## src/hdl/clipped_rect_fill_engine_unit_assert.svh

```systemverilog
// ----------------------------------------------------------------------------
// Assertion macros for the clipped rectangle fill engine
// Immediate-style wrappers around concurrent properties on clock and reset.
// ----------------------------------------------------------------------------
`ifndef CLIPPED_RECT_FILL_ENGINE_UNIT_ASSERT_SVH
`define CLIPPED_RECT_FILL_ENGINE_UNIT_ASSERT_SVH

`ifndef SYNTHESIS
// Same-cycle implication.
`define CRFE_ASSERT_IMPL(label, ante, cons) \
   label: assert property (@(posedge clock) disable iff (reset) (ante) |-> (cons)) \
      else $error("assertion failed");
// Next-cycle implication.
`define CRFE_ASSERT_NEXT(label, ante, cons) \
   label: assert property (@(posedge clock) disable iff (reset) (ante) |=> (cons)) \
      else $error("assertion failed");
`else
`define CRFE_ASSERT_IMPL(label, ante, cons)
`define CRFE_ASSERT_NEXT(label, ante, cons)
`endif

`endif

```

## src/hdl/crfe_pkg.sv

```systemverilog
// ----------------------------------------------------------------------------
// crfe_pkg
// Shared types and constants of the clipped rectangle fill engine.
// ----------------------------------------------------------------------------
package crfe_pkg;

   // Field widths and defaults.
   localparam int CSR_DATA_W          = 12;
   localparam int CSR_INDEX_W         = 1;
   localparam int SCREEN_DIM_BITS_DEF = 12;
   localparam int DEFAULT_SCREEN_W    = 960;
   localparam int DEFAULT_SCREEN_H    = 720;
   localparam int RESET_SCREEN_W      = 640;
   localparam int RESET_SCREEN_H      = 480;
   localparam int COORD_W             = 18;
   localparam int RECT_W              = 16;
   localparam int PIXEL_INDEX_W       = 24;
   localparam int RGB_W               = 24;

   // Register indexes.
   localparam logic [CSR_INDEX_W-1:0] CSR_SCREEN_WIDTH  = 1'b0;
   localparam logic [CSR_INDEX_W-1:0] CSR_SCREEN_HEIGHT = 1'b1;

   // Request commands.
   localparam logic CMD_START = 1'b0;
   localparam logic CMD_STEP  = 1'b1;

   // Drawing modes; the unused code behaves as solid fill.
   localparam logic [1:0] MODE_SOLID   = 2'd0;
   localparam logic [1:0] MODE_PATTERN = 2'd1;
   localparam logic [1:0] MODE_OUTLINE = 2'd2;

   // Fill patterns.
   localparam logic [1:0] PAT_CHECKER  = 2'd0;
   localparam logic [1:0] PAT_EVEN_ROW = 2'd1;
   localparam logic [1:0] PAT_EVEN_GRID = 2'd2;
   localparam logic [1:0] PAT_NOT_ODD  = 2'd3;

   typedef enum logic [1:0] {
      ST_PIXEL   = 2'd0,
      ST_STARTED = 2'd1,
      ST_EMPTY   = 2'd2,
      ST_IDLE    = 2'd3
   } status_type;

   typedef struct packed {
      logic                     cmd;
      logic signed [RECT_W-1:0] rect_x;
      logic signed [RECT_W-1:0] rect_y;
      logic signed [RECT_W-1:0] rect_w;
      logic signed [RECT_W-1:0] rect_h;
      logic [RGB_W-1:0]         fill_rgb;
      logic [1:0]               draw_mode;
      logic [1:0]               pattern_sel;
   } req_type;

   typedef struct packed {
      status_type               status;
      logic [PIXEL_INDEX_W-1:0] pixel_index;
      logic [RGB_W-1:0]         pixel_rgb;
      logic                     write_enable;
      logic                     last;
   } rsp_type;

endpackage

```

## src/hdl/crfe_clip.sv

```systemverilog
// ----------------------------------------------------------------------------
// crfe_clip
// Clips one signed rectangle against the screen and reports the bounds.
// ----------------------------------------------------------------------------
module crfe_clip #(
   parameter int DIM_BITS = crfe_pkg::SCREEN_DIM_BITS_DEF
) (
   input  logic signed [crfe_pkg::COORD_W-1:0] x,
   input  logic signed [crfe_pkg::COORD_W-1:0] y,
   input  logic signed [crfe_pkg::COORD_W-1:0] w,
   input  logic signed [crfe_pkg::COORD_W-1:0] h,
   input  logic [DIM_BITS-1:0]                 screen_w,
   input  logic [DIM_BITS-1:0]                 screen_h,
   output logic                                hit,
   output logic [DIM_BITS-1:0]                 x0,
   output logic [DIM_BITS-1:0]                 y0,
   output logic [DIM_BITS-1:0]                 x1,
   output logic [DIM_BITS-1:0]                 y1
);
   import crfe_pkg::*;

   localparam int SUM_W = COORD_W + 1;

   logic signed [SUM_W-1:0] xs, ys, xe, ye, lim_w, lim_h;
   logic signed [SUM_W-1:0] cx0, cy0, cx1, cy1;

   // Edges in one extra bit so that x + w cannot wrap.
   assign xs    = {x[COORD_W-1], x};
   assign ys    = {y[COORD_W-1], y};
   assign xe    = xs + {w[COORD_W-1], w};
   assign ye    = ys + {h[COORD_W-1], h};
   assign lim_w = $signed({{(SUM_W-DIM_BITS){1'b0}}, screen_w});
   assign lim_h = $signed({{(SUM_W-DIM_BITS){1'b0}}, screen_h});

   // Clamp the near edges at zero and the far edges at the screen size.
   assign cx0 = xs[SUM_W-1] ? '0 : xs;
   assign cy0 = ys[SUM_W-1] ? '0 : ys;
   assign cx1 = (xe > lim_w) ? lim_w : xe;
   assign cy1 = (ye > lim_h) ? lim_h : ye;

   // Bounds are only meaningful when something is left on screen.
   assign hit = (cx0 < cx1) && (cy0 < cy1);
   assign x0  = cx0[DIM_BITS-1:0];
   assign y0  = cy0[DIM_BITS-1:0];
   assign x1  = cx1[DIM_BITS-1:0];
   assign y1  = cy1[DIM_BITS-1:0];

endmodule

```

## src/hdl/clipped_rect_fill_engine_unit.sv

```systemverilog
// ----------------------------------------------------------------------------
// clipped_rect_fill_engine_unit
// Rectangle fill and outline pixel generator for a framebuffer write port.
// ----------------------------------------------------------------------------
// Usage: a start request (cmd 0) carries the rectangle, color, mode and
// pattern, and is answered by one response: started or nothing to draw.
// Each step request (cmd 1) then returns one pixel of the clipped area in
// raster order, with last set on the final pixel; a step while idle returns
// the idle status. Outlines walk the top, bottom, left and right strips.
// Both channels use valid/ready. Every request yields exactly one response.
// An accepted request is held in the input register until the result slot
// frees, and the result register then captures its response. Throughput is
// one request per cycle while the receiver does not stall, because the clip
// compares and the row-times-width multiplier all settle combinationally
// between the two registers.
// When the receiver stalls, the result register holds its response and the
// input register still takes one more request before req_ready drops.
// The user must write screen size registers through the csr port while idle;
// the block does not enforce it. Reset clears both pipeline stages, the busy
// flag and sets the screen to 640 by 480.
// ----------------------------------------------------------------------------
`include "clipped_rect_fill_engine_unit_assert.svh"

module clipped_rect_fill_engine_unit #(
   parameter int SCREEN_DIM_BITS = crfe_pkg::SCREEN_DIM_BITS_DEF
) (
   input  logic                                  clock,
   input  logic                                  reset,
   input  logic                                  req_valid,
   output logic                                  req_ready,
   input  crfe_pkg::req_type                     req_data,
   output logic                                  rsp_valid,
   input  logic                                  rsp_ready,
   output crfe_pkg::rsp_type                     rsp_data,
   input  logic                                  csr_write_en,
   input  logic [crfe_pkg::CSR_INDEX_W-1:0]      csr_index,
   input  logic [crfe_pkg::CSR_DATA_W-1:0]       csr_wdata
);
   import crfe_pkg::*;

   localparam int D       = SCREEN_DIM_BITS;
   localparam int DIM_MAX = (1 << D) - 1;
   localparam int DEF_W   = (DEFAULT_SCREEN_W > DIM_MAX) ? DIM_MAX : DEFAULT_SCREEN_W;
   localparam int DEF_H   = (DEFAULT_SCREEN_H > DIM_MAX) ? DIM_MAX : DEFAULT_SCREEN_H;
   localparam logic [D-1:0] DEF_W_V = D'(DEF_W);
   localparam logic [D-1:0] DEF_H_V = D'(DEF_H);
   localparam logic signed [COORD_W-1:0] ONE_C = COORD_W'(1);
   localparam int PROD_W  = 2 * D + 1;

   // Screen size registers.
   logic [CSR_DATA_W-1:0] screen_width_ff, screen_width_in;
   logic [CSR_DATA_W-1:0] screen_height_ff, screen_height_in;

   // Pipeline registers.
   logic    s1_valid_ff, s1_valid_in;
   req_type s1_data_ff, s1_data_in;
   logic    rsp_valid_ff, rsp_valid_in;
   rsp_type rsp_data_ff, rsp_data_in;

   // Operation state.
   logic                     busy_ff, busy_in;
   logic [1:0]               op_mode_ff, op_mode_in;
   logic [1:0]               op_pattern_ff, op_pattern_in;
   logic [RGB_W-1:0]         op_color_ff, op_color_in;
   logic signed [RECT_W-1:0] sv_x_ff, sv_x_in, sv_y_ff, sv_y_in;
   logic signed [RECT_W-1:0] sv_w_ff, sv_w_in, sv_h_ff, sv_h_in;
   logic [1:0]               strip_ff, strip_in;
   logic [D-1:0]             bx0_ff, bx0_in, by0_ff, by0_in;
   logic [D-1:0]             bx1_ff, bx1_in, by1_ff, by1_in;
   logic [D-1:0]             cur_x_ff, cur_x_in, cur_y_ff, cur_y_in;

   // Combinational signals.
   logic                          s1_fire, req_fire, is_start, full_rect;
   logic [CSR_DATA_W+D-1:0]       width_ext, height_ext;
   logic [D-1:0]                  sw_eff, sh_eff;
   logic signed [COORD_W-1:0]     rx, ry, rw, rh;
   logic signed [COORD_W-1:0]     st_x [4];
   logic signed [COORD_W-1:0]     st_y [4];
   logic signed [COORD_W-1:0]     st_w [4];
   logic signed [COORD_W-1:0]     st_h [4];
   logic [3:0]                    clip_hit;
   logic [D-1:0]                  clip_x0 [4];
   logic [D-1:0]                  clip_y0 [4];
   logic [D-1:0]                  clip_x1 [4];
   logic [D-1:0]                  clip_y1 [4];
   logic [3:0]                    above, cand;
   logic [1:0]                    sel;
   logic                          any_strip, size_ok, start_ok, is_outline_req;
   logic [1:0]                    start_strip, load_idx;
   logic                          pix_we, row_end, strip_end, more, last_flag;
   logic [D:0]                    nx, ny;
   logic [2*D-1:0]                row_base;
   logic [PROD_W-1:0]             index_sum;
   logic [PROD_W+PIXEL_INDEX_W-1:0] index_ext;

   // Handshakes: the input register drains whenever the result slot frees.
   assign s1_fire   = s1_valid_ff && (!rsp_valid_ff || rsp_ready);
   assign req_ready = !s1_valid_ff || s1_fire;
   assign req_fire  = req_valid && req_ready;
   assign rsp_valid = rsp_valid_ff;
   assign rsp_data  = rsp_data_ff;

   // Effective screen size: low bits of the register, zero picks the default.
   always_comb begin
      width_ext  = {{D{1'b0}}, screen_width_ff};
      height_ext = {{D{1'b0}}, screen_height_ff};
      sw_eff = (width_ext[D-1:0] == '0) ? DEF_W_V : width_ext[D-1:0];
      sh_eff = (height_ext[D-1:0] == '0) ? DEF_H_V : height_ext[D-1:0];
   end

   // Rectangle source: the new request on a start, the saved one otherwise.
   always_comb begin
      is_start       = (s1_data_ff.cmd == CMD_START);
      is_outline_req = (s1_data_ff.draw_mode == MODE_OUTLINE);
      full_rect      = is_start && !is_outline_req;
      if (is_start) begin
         rx = {{2{s1_data_ff.rect_x[RECT_W-1]}}, s1_data_ff.rect_x};
         ry = {{2{s1_data_ff.rect_y[RECT_W-1]}}, s1_data_ff.rect_y};
         rw = {{2{s1_data_ff.rect_w[RECT_W-1]}}, s1_data_ff.rect_w};
         rh = {{2{s1_data_ff.rect_h[RECT_W-1]}}, s1_data_ff.rect_h};
      end else begin
         rx = {{2{sv_x_ff[RECT_W-1]}}, sv_x_ff};
         ry = {{2{sv_y_ff[RECT_W-1]}}, sv_y_ff};
         rw = {{2{sv_w_ff[RECT_W-1]}}, sv_w_ff};
         rh = {{2{sv_h_ff[RECT_W-1]}}, sv_h_ff};
      end
      // Top strip doubles as the whole rectangle for fills.
      st_x[0] = rx;              st_y[0] = ry;
      st_w[0] = rw;              st_h[0] = full_rect ? rh : ONE_C;
      // Bottom strip.
      st_x[1] = rx;              st_y[1] = ry + rh - ONE_C;
      st_w[1] = rw;              st_h[1] = ONE_C;
      // Left strip.
      st_x[2] = rx;              st_y[2] = ry;
      st_w[2] = ONE_C;           st_h[2] = rh;
      // Right strip.
      st_x[3] = rx + rw - ONE_C; st_y[3] = ry;
      st_w[3] = ONE_C;           st_h[3] = rh;
   end

   // One clipper per strip, all evaluated in parallel.
   for (genvar g = 0; g < 4; g++) begin : g_clip
      crfe_clip #(
         .DIM_BITS (D)
      ) u_clip (
         .x        (st_x[g]),
         .y        (st_y[g]),
         .w        (st_w[g]),
         .h        (st_h[g]),
         .screen_w (sw_eff),
         .screen_h (sh_eff),
         .hit      (clip_hit[g]),
         .x0       (clip_x0[g]),
         .y0       (clip_y0[g]),
         .x1       (clip_x1[g]),
         .y1       (clip_y1[g])
      );
   end

   // First non-empty strip, from the top on a start, past the current one later.
   always_comb begin
      for (int i = 0; i < 4; i++) begin
         above[i] = (2'(i) > strip_ff);
      end
      cand      = clip_hit & (is_start ? 4'b1111 : above);
      any_strip = |cand;
      sel       = 2'd0;
      for (int i = 3; i >= 0; i--) begin
         if (cand[i]) begin
            sel = 2'(i);
         end
      end
   end

   // Start outcome.
   always_comb begin
      size_ok     = (s1_data_ff.rect_w > 0) && (s1_data_ff.rect_h > 0);
      start_ok    = size_ok && (is_outline_req ? any_strip : clip_hit[0]);
      start_strip = is_outline_req ? sel : 2'd0;
      load_idx    = is_start ? start_strip : sel;
   end

   // Pixel step: pattern gate, cursor advance and linear index.
   always_comb begin
      pix_we = 1'b1;
      if (op_mode_ff == MODE_PATTERN) begin
         case (op_pattern_ff)
            PAT_EVEN_ROW:  pix_we = !cur_y_ff[0];
            PAT_EVEN_GRID: pix_we = !cur_x_ff[0] && !cur_y_ff[0];
            PAT_NOT_ODD:   pix_we = !(cur_x_ff[0] && cur_y_ff[0]);
            default:       pix_we = !(cur_x_ff[0] ^ cur_y_ff[0]);
         endcase
      end
      nx        = {1'b0, cur_x_ff} + 1'b1;
      ny        = {1'b0, cur_y_ff} + 1'b1;
      row_end   = (nx >= {1'b0, bx1_ff});
      strip_end = row_end && (ny >= {1'b0, by1_ff});
      more      = (op_mode_ff == MODE_OUTLINE) && any_strip;
      last_flag = strip_end && !more;
      row_base  = cur_y_ff * sw_eff;
      index_sum = {1'b0, row_base} + {{(D+1){1'b0}}, cur_x_ff};
      index_ext = {{PIXEL_INDEX_W{1'b0}}, index_sum};
   end

   // Next state of the operation and the result register.
   always_comb begin
      screen_width_in  = screen_width_ff;
      screen_height_in = screen_height_ff;
      s1_valid_in   = s1_valid_ff;
      s1_data_in    = s1_data_ff;
      rsp_valid_in  = rsp_valid_ff;
      rsp_data_in   = rsp_data_ff;
      busy_in       = busy_ff;
      op_mode_in    = op_mode_ff;
      op_pattern_in = op_pattern_ff;
      op_color_in   = op_color_ff;
      sv_x_in       = sv_x_ff;
      sv_y_in       = sv_y_ff;
      sv_w_in       = sv_w_ff;
      sv_h_in       = sv_h_ff;
      strip_in      = strip_ff;
      bx0_in        = bx0_ff;
      by0_in        = by0_ff;
      bx1_in        = bx1_ff;
      by1_in        = by1_ff;
      cur_x_in      = cur_x_ff;
      cur_y_in      = cur_y_ff;

      // Configuration writes.
      if (csr_write_en) begin
         case (csr_index)
            CSR_SCREEN_WIDTH:  screen_width_in  = csr_wdata;
            CSR_SCREEN_HEIGHT: screen_height_in = csr_wdata;
            default:           screen_width_in  = screen_width_ff;
         endcase
      end

      // Input register.
      if (req_fire) begin
         s1_valid_in = 1'b1;
         s1_data_in  = req_data;
      end else if (s1_fire) begin
         s1_valid_in = 1'b0;
      end

      // Result register drains on the receiver's ready.
      if (rsp_ready) begin
         rsp_valid_in = 1'b0;
      end

      if (s1_fire) begin
         rsp_valid_in = 1'b1;
         rsp_data_in  = '0;
         if (is_start) begin
            // Start request: latch the operation and enter the first strip.
            rsp_data_in.status = start_ok ? ST_STARTED : ST_EMPTY;
            busy_in       = start_ok;
            op_mode_in    = s1_data_ff.draw_mode;
            op_pattern_in = s1_data_ff.pattern_sel;
            op_color_in   = s1_data_ff.fill_rgb;
            sv_x_in       = s1_data_ff.rect_x;
            sv_y_in       = s1_data_ff.rect_y;
            sv_w_in       = s1_data_ff.rect_w;
            sv_h_in       = s1_data_ff.rect_h;
            strip_in      = start_strip;
            if (start_ok) begin
               bx0_in   = clip_x0[load_idx];
               by0_in   = clip_y0[load_idx];
               bx1_in   = clip_x1[load_idx];
               by1_in   = clip_y1[load_idx];
               cur_x_in = clip_x0[load_idx];
               cur_y_in = clip_y0[load_idx];
            end
         end else if (!busy_ff) begin
            rsp_data_in.status = ST_IDLE;
         end else begin
            // Step request: emit the pixel under the cursor.
            rsp_data_in.status       = ST_PIXEL;
            rsp_data_in.pixel_index  = index_ext[PIXEL_INDEX_W-1:0];
            rsp_data_in.pixel_rgb    = op_color_ff;
            rsp_data_in.write_enable = pix_we;
            rsp_data_in.last         = last_flag;
            cur_x_in = nx[D-1:0];
            if (row_end) begin
               cur_x_in = bx0_ff;
               cur_y_in = ny[D-1:0];
               if (strip_end) begin
                  if (more) begin
                     strip_in = sel;
                     bx0_in   = clip_x0[load_idx];
                     by0_in   = clip_y0[load_idx];
                     bx1_in   = clip_x1[load_idx];
                     by1_in   = clip_y1[load_idx];
                     cur_x_in = clip_x0[load_idx];
                     cur_y_in = clip_y0[load_idx];
                  end else begin
                     busy_in = 1'b0;
                  end
               end
            end
         end
      end
   end

   // Control registers with reset.
   always_ff @(posedge clock) begin
      if (reset) begin
         screen_width_ff  <= CSR_DATA_W'(RESET_SCREEN_W);
         screen_height_ff <= CSR_DATA_W'(RESET_SCREEN_H);
         s1_valid_ff      <= 1'b0;
         rsp_valid_ff     <= 1'b0;
         busy_ff          <= 1'b0;
         op_mode_ff       <= MODE_SOLID;
         strip_ff         <= 2'd0;
      end else begin
         screen_width_ff  <= screen_width_in;
         screen_height_ff <= screen_height_in;
         s1_valid_ff      <= s1_valid_in;
         rsp_valid_ff     <= rsp_valid_in;
         busy_ff          <= busy_in;
         op_mode_ff       <= op_mode_in;
         strip_ff         <= strip_in;
      end
   end

   // Payload registers.
   always_ff @(posedge clock) begin
      s1_data_ff    <= s1_data_in;
      rsp_data_ff   <= rsp_data_in;
      op_pattern_ff <= op_pattern_in;
      op_color_ff   <= op_color_in;
      sv_x_ff       <= sv_x_in;
      sv_y_ff       <= sv_y_in;
      sv_w_ff       <= sv_w_in;
      sv_h_ff       <= sv_h_in;
      bx0_ff        <= bx0_in;
      by0_ff        <= by0_in;
      bx1_ff        <= bx1_in;
      by1_ff        <= by1_in;
      cur_x_ff      <= cur_x_in;
      cur_y_ff      <= cur_y_in;
   end

   // The cursor never leaves the current strip while an operation runs.
   `CRFE_ASSERT_IMPL(a_cursor_x_in_box, busy_ff, (cur_x_ff >= bx0_ff) && (cur_x_ff < bx1_ff))
   `CRFE_ASSERT_IMPL(a_cursor_y_in_box, busy_ff, (cur_y_ff >= by0_ff) && (cur_y_ff < by1_ff))
   // Only outlines move past the first strip.
   `CRFE_ASSERT_IMPL(a_strip_fill, busy_ff && (op_mode_ff != MODE_OUTLINE), strip_ff == 2'd0)
   // Status responses never carry the last flag.
   `CRFE_ASSERT_IMPL(a_status_clean, rsp_valid && (rsp_data.status != ST_PIXEL), !rsp_data.last)
   // The last pixel ends the operation.
   `CRFE_ASSERT_NEXT(a_last_ends, s1_fire && !is_start && busy_ff && last_flag, !busy_ff)

endmodule

```

## config.mk

```make
export PLATFORM = sky130hd
export DESIGN_NAME = clipped_rect_fill_engine_unit
export DESIGN_NICKNAME = d
export VERILOG_FILES = /design/src/hdl/crfe_pkg.sv /design/src/hdl/crfe_clip.sv /design/src/hdl/clipped_rect_fill_engine_unit.sv
export VERILOG_INCLUDE_DIRS = /design/src /design/src/hdl
export SDC_FILE = /design/constraint.sdc
export NUM_CORES = 1
export LEC_CHECK = 0
export BUFFER_PORTS_ARGS = -buffer_cell sky130_fd_sc_hd__buf_4
export CAP_MARGIN = 20
export CORE_ASPECT_RATIO = 1.25
export CORE_MARGIN = 2
export CORE_UTILIZATION = 40
export DETAILED_ROUTE_END_ITERATION = 16
export MAX_ROUTING_LAYER = met4
export PLACE_DENSITY = 0.63
export SLEW_MARGIN = 20
export SYNTH_ARGS = -nofsm -noshare
export SYNTH_HDL_FRONTEND = slang
export SYNTH_SLANG_ARGS = --single-unit
```

## constraint.sdc

```tcl
create_clock -name clock -period 15.2 [get_ports clock]
set_input_delay 0.76 -clock clock [delete_from_list [all_inputs] [get_ports clock]]
set_output_delay 0.76 -clock clock [all_outputs]
set_load 0.01 [all_outputs]
```

# [Yosys cells after proc, flatten, opt, wreduce, memory -nomap -nowiden]
# Index checks and enable logic that the tools add are counted.
# Widths: inputs -> output; s select.
[totals] wordCells=202 regBits=326 output_inout_bits=54 input_bits=111
[classes] order_cmp=21 reduce_logical=38 bitwise=5 n_eq_ne=10 addsub=13 muxes=83 n_mul=1
[op_table] op="$mux 12" n=37
[op_table] op="$gt 19x13->1" n=6
[op_table] op="$mux 19" n=6
[op_table] op="$bmux 12 s2" n=4
[op_table] op="$mux 18" n=5
[op_table] op="$lt 19x19->1" n=4
[op_table] op="$mux 17" n=4
[op_table] op="$add 18x18->19" n=3
[op_table] op="$add 18x2->19 const B" n=3
[op_table] op="$lt 18x19->1" n=2
[op_table] op="$add 18x18->18" n=2
[op_table] op="$sub 18x2->18 const B" n=2
[op_table] op="$gt 16x1->1 const B" n=2
[op_table] op="$mux 2" n=14
[op_table] op="$add 12x1->13 const B" n=2
[op_table] op="$ge 13x12->1" n=2
[op_table] op="$add 24x12->24" n=1
[op_table] op="$logic_not 12->1" n=2
[op_table] op="$mul 12x12->24" n=1
[op_table] op="$logic_and 1x1->1" n=14
[op_table] op="$mux 1" n=11
[op_table] op="$eq 2x2->1 const B" n=4
[op_table] op="$logic_not 1->1" n=8
[op_table] op="$ne 2x1->1 const B" n=4
[op_table] op="18 further kinds" n=28

# [Logic depth before layout (Yosys ltp)]
[logic_depth] ltp_word=25 depth_mapped=49 mapped_depth_nobuf=37

# [Modules after synthesis]
# A second synthesis with hierarchy kept.
[unflattened] cells_unflattened=4298 hier_area_um2=37584.8
[by_module_without_submodules] mod="clipped_rect_fill_engine_unit" n_inst=1 cells_each=2137 seq_area_each_um2=9479.1 area_per_inst_um2=22038.6
[by_module_without_submodules] mod="crfe_clip at g_clip[1].u_clip ..." n_inst=2 cells_each=552 seq_area_each_um2=0.0 area_per_inst_um2=3877.5
[by_module_without_submodules] mod="crfe_clip at g_clip[3].u_clip" n_inst=1 cells_each=533 seq_area_each_um2=0.0 area_per_inst_um2=4012.6
[by_module_without_submodules] mod="crfe_clip at g_clip[0].u_clip" n_inst=1 cells_each=524 seq_area_each_um2=0.0 area_per_inst_um2=3778.6

# [Worst setup path before layout]
# No wires, ideal clock.
[synth_timing] path_type="register to register" start="register s1_data_ff[92] (netlist bit)" end="register bx1_ff[0] (enable)" setup_time_ps=435 stages_incl_launch_ff=44 synth_period_minus_slack_ps=12073 required_time_ps=14765 arrival_ps=11637 setup_slack_ps=3127 path_buffers=11 path_cell_list="edfxtp_1 buf_2 buf_2 buf_2 buf_1 buf_1 clkbuf_1 clkbuf_1 clkbuf_1 clkbuf_1 mux2i_1 ha_1 inv_1 ha_1 a211oi_1 o21ai_2 xnor2_1 nor4_1 [... 8 more ...] a211oi_2 nand2b_1 clkbuf_1 buf_2 mux2i_1 ha_1 a21o_1 a21o_1 a21o_1 a21o_1 a21oi_1 o21ai_0 nor4_1 and4_1 o21ai_1 a2111oi_4 nor2_1 nor3_1"
[synth_via] elab_chain_cells=14 word_cells_on_any_way=55 cone_classes="10 x add/sub; 12 x order compare; 4 x eq/ne; 17 x mux; 2 x bitwise; 10 x reduce/logical"
[synth_rtl] element="start, declared" line_no="clipped_rect_fill_engine_unit.sv:56" text="req_type s1_data_ff, s1_data_in;"
[synth_rtl] element="start signal, assigned" line_no="clipped_rect_fill_engine_unit.sv:328" text="s1_data_ff <= s1_data_in;"
[synth_rtl] element="$mux 18 / $not 1->1 (equally long branches)"
[synth_rtl] element="$add 18x18->18, or another cell as far along" line_no="clipped_rect_fill_engine_unit.sv:131" text="st_x[1] = rx; st_y[1] = ry + rh - ONE_C;"
[synth_rtl] element="$sub 18x2->18, or another cell as far along" line_no="clipped_rect_fill_engine_unit.sv:131"
[synth_rtl] element="$add 18x2->19, or another cell as far along" line_no="crfe_clip.sv:31" text="assign ye = ys + {h[COORD_W-1], h};"
[synth_rtl] element="$gt 19x13->1 (on tied branches)" line_no="crfe_clip.sv:39, crfe_clip.sv:38"
[synth_rtl] element="$mux 19 (on tied branches)" line_no="crfe_clip.sv:39, crfe_clip.sv:38"
[synth_rtl] element="$lt 19x19->1" line_no="crfe_clip.sv:42" text="assign hit = (cx0 < cx1) && (cy0 < cy1);"
[synth_rtl] element="$logic_and 1x1->1" line_no="crfe_clip.sv:42"
[synth_rtl] element="$and 4x4->4" line_no="clipped_rect_fill_engine_unit.sv:165" text="cand = clip_hit & (is_start ? 4'b1111 : above);"
[synth_rtl] element="$reduce_or 4->1" line_no="clipped_rect_fill_engine_unit.sv:166" text="any_strip = |cand;"
[synth_rtl] element="$mux 1" line_no="clipped_rect_fill_engine_unit.sv:178" text="start_ok = size_ok && (is_outline_req ? any_strip : clip_hit[0]);"
[synth_rtl] element="$logic_and 1x1->1" line_no="clipped_rect_fill_engine_unit.sv:178"
[synth_rtl] element="$reduce_bool 2->1 (no source line)"
[synth_rtl] element="$reduce_and 6->1 (no source line) *"
[synth_rtl] element="end signal, assigned" line_no="clipped_rect_fill_engine_unit.sv:338" text="bx1_ff <= bx1_in;"
[synth_rtl] element="end, declared" line_no="clipped_rect_fill_engine_unit.sv:69" text="logic [D-1:0] bx1_ff, bx1_in, by1_ff, by1_in;"
# Every way passes the cells marked *; elsewhere a longest branch is shown, timed or not.
# A chain may end at the register's enable or synchronous reset.

# [Worst setup path in the final report]
[layout_timing] start="register s1_data_ff[92] (netlist bit)" end="register bx0_ff[0] (data pin)"
[layout_via] elab_chain_cells=24 word_cells_on_any_way=63 cone_classes="10 x add/sub; 12 x order compare; 31 x mux; 3 x bitwise; 7 x reduce/logical"
[layout_rtl] element="$mux 18" line_no="clipped_rect_fill_engine_unit.sv:116" text="if (is_start) begin"
[layout_rtl] element="$add 18x18->18" line_no="clipped_rect_fill_engine_unit.sv:137" text="st_x[3] = rx + rw - ONE_C; st_y[3] = ry;"
[layout_rtl] element="$sub 18x2->18" line_no="clipped_rect_fill_engine_unit.sv:137"
[layout_rtl] element="$add 18x2->19" line_no="crfe_clip.sv:30" text="assign xe = xs + {w[COORD_W-1], w};"
[layout_rtl] element="$gt 19x13->1" line_no="crfe_clip.sv:38" text="assign cx1 = (xe > lim_w) ? lim_w : xe;"
[layout_rtl] element="$mux 19" line_no="crfe_clip.sv:38"
[layout_rtl] element="$lt 19x19->1" line_no="crfe_clip.sv:42"
[layout_rtl] element="$logic_and 1x1->1" line_no="crfe_clip.sv:42"
[layout_rtl] element="[... 7 more ...]"
[layout_rtl] element="$not 2->3 (not written as such)" line_no="clipped_rect_fill_engine_unit.sv:267, clipped_rect_fill_engine_unit.sv:290"
[layout_rtl] element="$bmux 12 s2" line_no="clipped_rect_fill_engine_unit.sv:267, clipped_rect_fill_engine_unit.sv:290"
[layout_rtl] element="$mux 12 (not written as such) (2 in series)" line_no="clipped_rect_fill_engine_unit.sv:267, clipped_rect_fill_engine_unit.sv:290"
[layout_rtl] element="$mux 12" line_no="clipped_rect_fill_engine_unit.sv:288" text="if (more) begin"
[layout_rtl] element="$mux 12"
[layout_rtl] element="$mux 12" line_no="clipped_rect_fill_engine_unit.sv:284" text="if (row_end) begin"
[layout_rtl] element="$mux 12" line_no="clipped_rect_fill_engine_unit.sv:274" text="end else if (!busy_ff) begin"
[layout_rtl] element="$mux 12 *" line_no="clipped_rect_fill_engine_unit.sv:254" text="if (is_start) begin"
[layout_rtl] element="end signal, assigned" line_no="clipped_rect_fill_engine_unit.sv:336" text="bx0_ff <= bx0_in;"
[layout_rtl] element="end, declared" line_no="clipped_rect_fill_engine_unit.sv:68" text="logic [D-1:0] bx0_ff, bx0_in, by0_ff, by0_in;"
# Every way passes the cells marked *; elsewhere a longest branch is shown, timed or not. The select of a mux whose other input is x is not followed.

==> run summary <==
SYNTH
--------------------------------------------------------------------------------------------------
Adder and majority gate portion of the synthesized area                                      23.3%
Area share of the largest cell type after synthesis                                          29.8%
Ranking of synthesized cells by area                                                  edfxtp_1 30%, ha_1 16%, fa_1 7.8%
Ys async rst share                                                                              0%
Cells after Synth                                                                            3,097
Total number of yosys warnings                                                                   0
Cell with the most instances after synthesis                                                  ha_1
Most frequent cells after synthesis                                                   368 x ha_1, 340 x inv_1, 295 x edfxtp_1
Post-synth design cell area                                                             0.0297 mm2
Number of nets in the synthesized netlist                                                    3,692
Post-synthesis sequential element count                                                        326
Xor/xnor cell area share of the yosys netlist                                                3.84%
Multiplexer area fraction after synthesis                                                    5.87%
Top FF cell, synth                                                                        edfxtp_1
Compound-gate portion of the synthesized area                                                13.4%
Cell type contributing the most total cell area after synthesis                           edfxtp_1
Synth Area per Inst                                                                       9.58 um2
Netlist cell types                                                                              94
Number of flops mapped to enable cells by yosys                                                295
Seq/Total Area, Yosys                                                                        31.9%
Simple-gate share of the synthesized area                                                    15.8%
Dominant combinational cell family by area after synthesis                             adder cells

DRT
--------------------------------------------------------------------------------------------------
Overall via count from detail_route                                                         23,400
Routed wire length per instance                                                            20.8 um
TritonRoute pass-1 iters                                                                         5
Antenna-violating nets left                                                                      0
Count of routing violations after the opening detailed-route iteration                       1,726
Ratio of routed vias to standard cells                                                        5.55
Final Routed Wirelength                                                                    87.7 mm
Drc violations                                                                                   0

GLOBAL ROUTE
--------------------------------------------------------------------------------------------------
Global-route wire length before repair                                                      135 mm
Via count of the first global-routing pass                                                  23,100
Pin count of the biggest net entering global routing                                            89
Global-route congestion overflow total                                                           0
All-Layer GR Usage                                                                           23.5%
Initial antenna violation count                                                                  1

STA
--------------------------------------------------------------------------------------------------
Least-Margin Pin Slew                                                                      1.07 ns
Rel. slew slack                                                                              28.3%
Final Max Tran Viols                                                                             0
RSZ-0062 raised after global routing                                                         false
Total Neg Setup Slack                                                                         0 ns
Worst Skew                                                                               0.0369 ns
Least setup slack across all paths after layout                                            4.44 ns
Fmax                                                                                      92.9 MHz
Final setup violation count                                                                      0
Crit share post-route                                                                        70.8%
Endpoints failing hold                                                                           0
Final min period                                                                          10.76 ns

CLOCK TREE
--------------------------------------------------------------------------------------------------
Clock Sink Count                                                                               326
Number of clock buffers inserted by TritonCTS                                                   37
Insertion delay to the later sink of the worst-skew pair                                   0.57 ns
H-tree levels                                                                                    2
TritonCTS clock tree                                                                         built
Clock transition time at the flip-flop clock pins of the worst setup and hold paths        0.06 ns
Post-CTS Repair Setup Buffers                                                                    0
Clk Tree Root Cell                                                                       clkbuf_16
Deepest clock path buffer count                                                                  3
Number of buffers inserted by hold repair at cts                                                 0
Total of cells resized after clock tree synthesis                                                0

SETUP PATH
--------------------------------------------------------------------------------------------------
Worst EP required                                                                         15.49 ns
Worst Path Class, Setup                                                               flip-flop to flip-flop
CP max FO                                                                                       88
Critical path arrival                                                                     11.05 ns
Kind of end point of the critical path                                                   flip-flop
Crit path launch type                                                                    flip-flop
Worst path most repeated cell                                                               a21o_1
Biggest cell delay along the critical path                                                 0.72 ns
Slowest CP cell                                                                           nand2b_1

POWER
--------------------------------------------------------------------------------------------------
Overall power of the completed layout                                                      3490 uW
Highest ir drop seen on vdd                                                            0.0000990 V
Internal power of the cells                                                                2150 uW
Leakage power of the design                                                              0.0146 uW
PwrDens                                                                                 105 mW/mm2
Switching Power                                                                            1340 uW
Share of total power in sequential cells                                                     30.1%
Part of the power in combinational logic                                                     44.4%
Clock share of power                                                                         25.6%
Proportion of total power due to net switching                                               38.5%

PLACE
--------------------------------------------------------------------------------------------------
Placed cell areas                                                                       0.0320 mm2
Port Buf Inserts                                                                               164
Total placed cells including tap cells                                                       4,149
Post-DP HPWL                                                                               70.7 mm
Setup Slack @ Placement                                                                    4.60 ns
Routability Congestion                                                                        1.02

DIE
--------------------------------------------------------------------------------------------------
Die height                                                                                  309 um
I/O pins                                                                                       165
Effective utilization at floorplan                                                           40.4%
Std-Cell Core Area                                                                      0.0735 mm2
Area of the die                                                                         0.0764 mm2
Chip width                                                                                  248 um
# rows                                                                                         111

HOLD PATH
--------------------------------------------------------------------------------------------------
Kind of path behind the tightest hold check                                           input port to flip-flop

FINAL LAYOUT
--------------------------------------------------------------------------------------------------
Ratio of cells with drive above 1 in the final layout                                        10.3%
Final std cells w/o fill                                                                     4,218
Post-route design area                                                                  0.0332 mm2
Count of fill cells added during filler insertion                                            7,097
Area delta synth->final                                                                      12.0%
Final layout net count                                                                       3,823

OUTCOME
--------------------------------------------------------------------------------------------------
Result of the run                                                                     finished, final reports clean

FLOW RUN
--------------------------------------------------------------------------------------------------
Max capacitance violation total                                                                  0

[critical path: cells and delay by family, from the launching register on]
family,cells,cell delay [ns]
AO/OA/AOI/OAI,13,2.39
AND/OR/NAND/NOR,11,3.43
buffers and inverters,5,1.38
multiplexers,3,1.20
flip-flops,1,0.37
adder cells (fa/ha/maj),5,1.64
[registers in the layout (all words and copies together) (netlist names), 2 cells and up]
| signal | cells |
|---|---|
| s1_data_ff | 93 |
| rsp_data | 52 |
| op_color_ff | 24 |
| sv_h_ff | 16 |
| sv_w_ff | 16 |
| sv_x_ff | 16 |
| sv_y_ff | 16 |
| bx0_ff | 12 |
| bx1_ff | 12 |
| by1_ff | 12 |
| cur_x_ff | 12 |
| cur_y_ff | 12 |
| screen_height_ff | 12 |
| screen_width_ff | 12 |
| op_mode_ff | 2 |
| op_pattern_ff | 2 |
| strip_ff | 2 |
[worst paths after layout]
kind                                     start  cells after the start  slack, ns              end
worst max-delay path            s1_data_ff[92]                     37       4.44        bx0_ff[0]
worst min-delay path              req_data[12]                      1       0.36   s1_data_ff[12]
worst max register to register  s1_data_ff[92]                     37       4.44        bx0_ff[0]
worst min register to register  s1_data_ff[22]                      0       0.42  op_color_ff[18]
[per-stage QoR]
step	utilization, %	hold slack, ns
after detailed placement	43.6	0.405
after floorplan	-	0.400
final	45.2	0.358
after CTS	45.2	0.325
after global routing	45.2	0.332
after global placement	43.6	0.402
[layer usage]
layer  vias up  routed length, um  global-route usage [%]
met2       711              41800                    38.4
met5         -                  0                       -
met4         0               2830                    7.30
met1     11300              38400                    30.7
li1      11300                  -                       -
met3       157               4630                    2.71
[cell type report]
type,instances,area [um2],area share [%]
inverter,341,1280,3.85
tap,960,1200,3.61
clock buffer,47,1000,3.02
clock inverter,20,211,0.636
timing repair buffer,203,1540,4.62
antenna,2,5.00,0.0151
multi-input combinational,2319,18500,55.7
sequential,326,9480,28.5
[power by group through the flow]
stage | clock, uW | sequential, uW | combinational [uW]
floorplan | 0 | 1060 | 1120
global placement | 0 | 1070 | 1530
finish | 893 | 1050 | 1550
detailed placement | 0 | 1070 | 1530
CTS | 920 | 1050 | 1540
global route | 953 | 1050 | 1720
[logic make-up (layout without fill, tap and decap cells)]
logic type / Yosys count / in the layout
muxes: 169 / 169
other: 0 / 2
buffers and inverters: 452 / 611
and+or+nand+nor: 954 / 954
adders and majority gates: 484 / 484
xor gates and xnor gates: 130 / 130
DFF: 326 / 326
AOI/OAI and AO/OA: 582 / 582
[cells in the final DEF (no fill, tap or decap), types with 48 or more instances in the layout]
cell type | synthesis | layout
ha_1 | 368 | 368
mux2i_1 | 138 | 138
nand2b_1 | 60 | 60
fa_1 | 116 | 116
and3_1 | 63 | 63
nand2_1 | 271 | 271
nor3_1 | 55 | 53
edfxtp_1 | 295 | 295
nand3_1 | 69 | 69
inv_1 | 340 | 339
a21oi_1 | 171 | 169
buf_4 | 3 | 202
xnor2_1 | 100 | 100
and2_1 | 49 | 48
a21o_1 | 71 | 71
o21ai_0 | 74 | 74
nor2_1 | 224 | 223
Power figures use the tool's default switching activity.
